### src/hw/rtl/sbig_divider.sv
// Serial restoring divider, one quotient bit per cycle.
// Does not depend on sbig_pkg; no shared types used.
`timescale 1ns / 1ps
module sbig_divider (
    input  logic        clk,
    input  logic        rst_n,
    input  logic        start,
    input  logic [31:0] dividend,
    input  logic [11:0] divisor,
    output logic        done,
    output logic [31:0] quotient,
    output logic [11:0] remainder
);
    logic [31:0] quo_reg, quo_next;
    logic [11:0] rem_reg, rem_next;
    logic [11:0] div_reg, div_next;
    logic [5:0]  cnt_reg, cnt_next;
    logic        busy_reg, busy_next;
    logic        done_reg, done_next;
    logic [12:0] trial;

    always_comb
    begin
        quo_next  = quo_reg;
        rem_next  = rem_reg;
        div_next  = div_reg;
        cnt_next  = cnt_reg;
        busy_next = busy_reg;
        done_next = 1'b0;
        trial     = {rem_reg, quo_reg[31]};
        if (start)
        begin
            quo_next  = dividend;
            rem_next  = 12'd0;
            div_next  = divisor;
            cnt_next  = 6'd0;
            busy_next = 1'b1;
        end
        else if (busy_reg)
        begin
            if (trial >= {1'b0, div_reg})
            begin
                rem_next = 12'(trial - {1'b0, div_reg});
                quo_next = {quo_reg[30:0], 1'b1};
            end
            else
            begin
                rem_next = trial[11:0];
                quo_next = {quo_reg[30:0], 1'b0};
            end
            cnt_next = cnt_reg + 6'd1;
            if (cnt_reg == 6'd31)
            begin
                busy_next = 1'b0;
                done_next = 1'b1;
            end
        end
    end

    always_ff @(posedge clk or negedge rst_n)
    begin
        if (!rst_n)
        begin
            busy_reg <= 1'b0;
            done_reg <= 1'b0;
            cnt_reg  <= 6'd0;
        end
        else
        begin
            busy_reg <= busy_next;
            done_reg <= done_next;
            cnt_reg  <= cnt_next;
        end
    end

    always_ff @(posedge clk)
    begin
        quo_reg <= quo_next;
        rem_reg <= rem_next;
        div_reg <= div_next;
    end

    assign done      = done_reg;
    assign quotient  = quo_reg;
    assign remainder = rem_reg;
endmodule

### config.mk
export PLATFORM = sky130hd
export DESIGN_NAME = sbig_divider
export DESIGN_NICKNAME = d
export VERILOG_FILES = /design/src/hw/rtl/sbig_divider.sv
export SDC_FILE = /design/constraint.sdc
export NUM_CORES = 1
export LEC_CHECK = 0
export BUFFER_PORTS_ARGS = -buffer_cell sky130_fd_sc_hd__buf_2
export CORE_MARGIN = 2
export CORE_UTILIZATION = 45
export DETAILED_ROUTE_END_ITERATION = 6
export PLACE_DENSITY = 0.7
export SETUP_SLACK_MARGIN = 0.1
export SYNTH_ARGS = -nofsm -noshare
export SYNTH_HDL_FRONTEND = slang
export SYNTH_SLANG_ARGS = --single-unit
export TNS_END_PERCENT = 50
### constraint.sdc
create_clock -name clk -period 4.4 [get_ports clk]
set_input_delay 0.66 -clock clk [delete_from_list [all_inputs] [get_ports clk]]
set_output_delay 0.66 -clock clk [all_outputs]
set_load 0.005 [all_outputs]
== Word-level counts from Yosys, hierarchy flattened ==
Cells that the tools add are included.

* Output and inout bits: 45
* Register bits after elaboration: 64
* Logic and storage cells: 23

* Eq/ne operators: 1
* Muxes and demuxes: 12
* Reductions and logical operators: 1
* Add/sub/neg operators: 2
* Order comparisons: 1

{| class="wikitable"
|+ Operators with widths
! operator !! count
|-
| 32-bit 2-to-1 mux || 2
|-
| 13-bit by 12-bit >= comparator with 1-bit output || 1
|-
| 12-bit 2-to-1 mux || 1
|-
| 6-bit 2-to-1 mux || 2
|-
| 12-bit subtractor || 1
|-
| 1-bit 2-to-1 mux || 7
|-
| 6-bit by 1-bit adder with 6-bit output, second input constant || 1
|-
| 6-bit by 5-bit equality test with 1-bit output, second input constant || 1
|-
| 2-bit nonzero test || 1
|}

== Logic depth before layout (Yosys ltp) ==
* Word-level depth: 4
* Gate-level depth with buffers: 10

== Worst setup path after synthesis ==
No wires, ideal clock.

* Kind: reg2reg
* Start: reg rem_reg[7] (netlist: remainder[7])
* End: reg quo_reg[0] (netlist: quotient[0]), data pin
* Cell stages (with the launch flop): 9
* Required time: 4140 ps
* Setup slack: 2026 ps
* Period minus slack after synthesis: 2374 ps
* Arrival time: 2114 ps
* Cells stage by stage: dfxtp_1 > ha_1 > buf_6 > a21o_1 > a22oi_2 > a21oi_2 > or4b_4 > buf_6 > mux2_2

* Word-level cells in the longest chain between the ends: 4

{| class="wikitable"
|+ RTL lines
! element !! RTL line !! RTL
|-
| start: declaration || 15 || <nowiki>logic [11:0] rem_reg, rem_next;</nowiki>
|-
| start signal: assignment || 79 || <nowiki>rem_reg <= rem_next;</nowiki>
|-
| 13-bit by 12-bit >= comparator with 1-bit output || 41 || <nowiki>if (trial >= {1'b0, div_reg})</nowiki>
|-
| 1-bit 2-to-1 mux || 41 ||
|-
| 32-bit 2-to-1 mux || 39 || <nowiki>else if (busy_reg)</nowiki>
|-
| 32-bit 2-to-1 mux || 31 || <nowiki>if (start)</nowiki>
|-
| via quo_next[0] || 14 || <nowiki>logic [31:0] quo_reg, quo_next;</nowiki>
|-
| end signal: assignment || 78 || <nowiki>quo_reg <= quo_next;</nowiki>
|-
| end: declaration || 14 ||
|}

The timed path passes the listed nets, and every way through them passes these cells. The select of a mux whose other input is x is not followed.
A chain may end at the register's enable or synchronous reset.

== Final worst setup path ==
* Start: reg rem_reg[7] (netlist: remainder[7])
* End: reg rem_reg[1] (netlist: remainder[1])

* Word-level cells in the longest chain between the ends: 2

{| class="wikitable"
|+ RTL lines
! element !! RTL line
|-
| 13-bit by 12-bit >= comparator with 1-bit output || 41
|-
| 12-bit 2-to-1 mux || 41
|}

No other way between the ends.

==> summary.md <==
| Metric | Value |
|---|---|
| Gr usage total | around 19% |
| Post-DP HPWL | ~4800 um |
| Pint | around 1.4 mW |
| FFs w/ async S/R, synth | roughly an eighth |
| Setup bufs post-CTS | 0 |
| Final WS setup | between 1.5 and 2 ns |
| Slowest-stage cell, CP | nor4b_2 |
| Pwr Density | between 500 and 600 nW/um2 |
| Final #Nets | about 430 |
| Worst r2r src | remainder[7]$_SDFFE_PP0P_ |
| TritonCTS clock tree | yes |
| Max-slew violations | 0 |
| Part of the power in registers | between 30% and 40% |
| Clk buf depth | 2 |
| Final ANT Viol Nets | 0 |
| Die area | between 8000 and 9000 um2 |
| Syn Area/Cell | roughly 12 um2 |
| Die Span X | approximately 90 um |
| Initial antenna violation count | 0 |
| Resized Gates After CTS | 0 |
| Setup_tns | 0 ns |
| Crit Path Class | reg2reg |
| Worst skew pair latency | around 0.34 ns |
| Crit path DAT | 3.08 ns |
| Syn_nets | between 300 and 400 |
| Most frequent cell after synthesis | edfxtp_1 |
| Min Tclk post-route | around 2.9 ns |
| Total leakage power | 1.81 nW |
| Vias in the first global route | around 2300 |
| Clock-pin slew on the worst setup and hold paths | approximately 0.070 ns |
| Worst path cell trace | ha_1 > a21o_1 > a22oi_2 > a21oi_2 > nor4b_2 > nor4b_1 > or3_1 |
| Number of synthesized flops with an enable pin | 44 |
| Synthesized area | approximately 3300 um2 |
| Gr ovfl total | 0 |
| Hold_ws | between 0.1 and 0.15 ns |
| Number of library cell types mapped by synthesis | roughly 50 |
| Seq/Total Area, Yosys | 53.4% |
| Rel. slew slack | a little under a quarter |
| Comb power frac | around a third |
| Maxcap violations | 0 |
| Largest family of logic cells by synthesized area | simple AND/OR/NAND/NOR gates |
| Placer congestion estimate | around 0.8 |
| Non-Filler Instances | 474 |
| Most area-hungry cell type in the Yosys netlist | edfxtp_1 |
| TritonCTS buffer count | 9 |
| Startpoint Class | register |
| Total wire length | 6950 um |
| Cell count after placement | about 460 |
| Antenna Cells | 0 |
| Yosys warns | 0 |
| Register bit total from synthesis | 64 |
| Final period utilization | between 60% and 70% |
| Critical path startpoint | remainder[7]$_SDFFE_PP0P_ |
| Slowest stage delay, CP | 0.94 ns |
| H-tree depth | 3 |
| Total core area | between 7000 and 8000 um2 |
| First drt pass iteration count | 4 |
| Final setup violation count | 0 |
| Worst Setup End Kind | register |
| R2r setup slk | between 1.5 and 2 ns |
| Predominant post-synthesis flop cell | edfxtp_1 |
| Final-report hold violation count | 0 |
| Status | finished, final reports clean |
| Clock Sinks | 64 |
| Type of the worst min-delay path | in2async |
| Routed vias | ~2400 |
| Worst reg2reg path endpoint | remainder[1]$_SDFFE_PP0P_ |
| Synth Area in Simple Gates | approximately an eighth |
| First-pass GRT wire length | ~11000 um |
| Share of layout cells above drive strength 1 | a little under 40% |
| Rows | 31 |
| Synth top cells by count | edfxtp_1, mux2_2, nor2_1 |
| Switching Fraction | between 30% and 40% |
| Pre-CTS WS | about 1.5 ns |
| Top cell type's share of synthesized area | 40.0% |
| IR Drop Worst-Case VDD | roughly 0.20 mV |
| Largest net degree at the start of global routing | 35 |
| Total power | a little over 2 mW |
| Fmax | about 350 MHz |
| Area Growth Syn to Fin | 23.0% |
| Avg WL per Cell | 14.7 um |
| DRC Markers | 0 |
| Largest register FFs | 32 |
| RSZ-0062 raised after global routing | no |
| Crit path required time | 4.62 ns |
| Clk pwr share | 29.1% |
| Synth Area in Compound Gates | around a tenth |
| Sw Pwr | approximately 0.63 mW |
| Root Driver | clkbuf_8 |
| CP max FO | 11 |
| Num ports | 92 |
| Die outline height | between 80 and 90 um |
| Adder-cell area share of the yosys netlist | 5.53% |
| Hold_buf cts | 0 |
| Worst slew pin tran | ~1.2 ns |
| Worst R2R Path Depth | 7 |
| DR vias/cell | 5.15 |
| Synth area leaders | edfxtp_1, mux2_2, dfxtp_1 |
| Port bufs | 91 |
| Mapped Cells | around 280 |
| Mux cell area share after synthesis | a little under an eighth |
| Initial cell density of the core | a little under half |
| Iteration-0 DRC Markers | between 100 and 150 |
| Fin Clk Skew | just under 0.007 ns |
| Xor/xnor cell area share of the yosys netlist | approximately 2.9% |
-- metal layers --
layer / global-route usage [%] / up-vias / wire length, um
met3: 6.40 / 10 / 424
li1: - / 1208 / -
met2: 27.5 / 67 / 3200
met5: 0 / - / 0
met4: 9.09 / 0 / 127
met1: 24.4 / 1158 / 3200
-- how the worst max path moves through the flow --
| stage | end | cells past startpoint |
|---|---|---|
| floorplan | quotient[0]$_DFFE_PP_ | 8 |
| global placement | remainder[1]$_SDFFE_PP0P_ | 8 |
| detailed placement | remainder[1]$_SDFFE_PP0P_ | 7 |
| CTS | remainder[1]$_SDFFE_PP0P_ | 7 |
| global route | remainder[1]$_SDFFE_PP0P_ | 7 |
| finish | remainder[1]$_SDFFE_PP0P_ | 7 |
-- worst max-delay path, delay by kind of cell, from the launching register on --
kind / cells / cell delay (ns)
adder cells (fa/ha/maj): 1 / 0.40
flip-flops: 1 / 0.34
AO/OA/AOI/OAI: 3 / 0.56
AND/OR/NAND/NOR: 3 / 1.46
-- logic make-up after synthesis --
kind of cell	Yosys count
and+or+nand+nor	85
AOI/OAI and AO/OA	43
adders and majority gates	14
DFF	64
muxes	34
xor gates and xnor gates	11
buffers and inverters	27
-- layout make-up --
class / count / area, um2
multi-input combinational: 187 / 1420
inverter: 14 / 52.6
fill: 610 / 3110
clock inverter: 4 / 93.8
clock buffer: 12 / 135
timing repair buffer: 94 / 478
sequential: 64 / 1760
tap: 99 / 124
-- through the flow --
stage	cell area (um2)	utilization, %
4_1_cts	4060	56.6
6_report	4060	56.6
3_5_place_dp	3830	53.4
5_1_grt	4060	56.6
2_1_floorplan	3300	-
3_3_place_gp	3830	53.4
-- power groups by stage --
stage                     registers, mW  logic, mW  clock network, mW
after floorplan                   0.812      0.459                  0
after global placement            0.811      0.633                  0
after detailed placement          0.813      0.641                  0
after CTS                         0.802      0.646              0.613
after global routing              0.813      0.718              0.638
final                             0.802      0.645              0.594
-- layout by cell type, fill, tap and decap left out, types with 3 or more instances in the layout --
cell type / count
buf_2: 91
edfxtp_1: 44
mux2_2: 32
nor2_1: 25
nand2_1: 24
inv_1: 14
ha_1: 13
dfxtp_1: 12
a21oi_1: 9
clkbuf_8: 9
a311oi_1: 8
dfrtp_1: 8
xnor2_1: 7
o21ai_0: 5
a21o_1: 4
nand4_1: 4
xor2_1: 4
nor3b_1: 4
nor3_1: 4
nand3_1: 3
nor4_1: 3
or3_1: 3
nand2b_1: 3
nor2b_1: 3
clkbuf_1: 3
bufinv_16: 3
buf_4: 3
No activity file was read; power rests on OpenSTA's default activity.
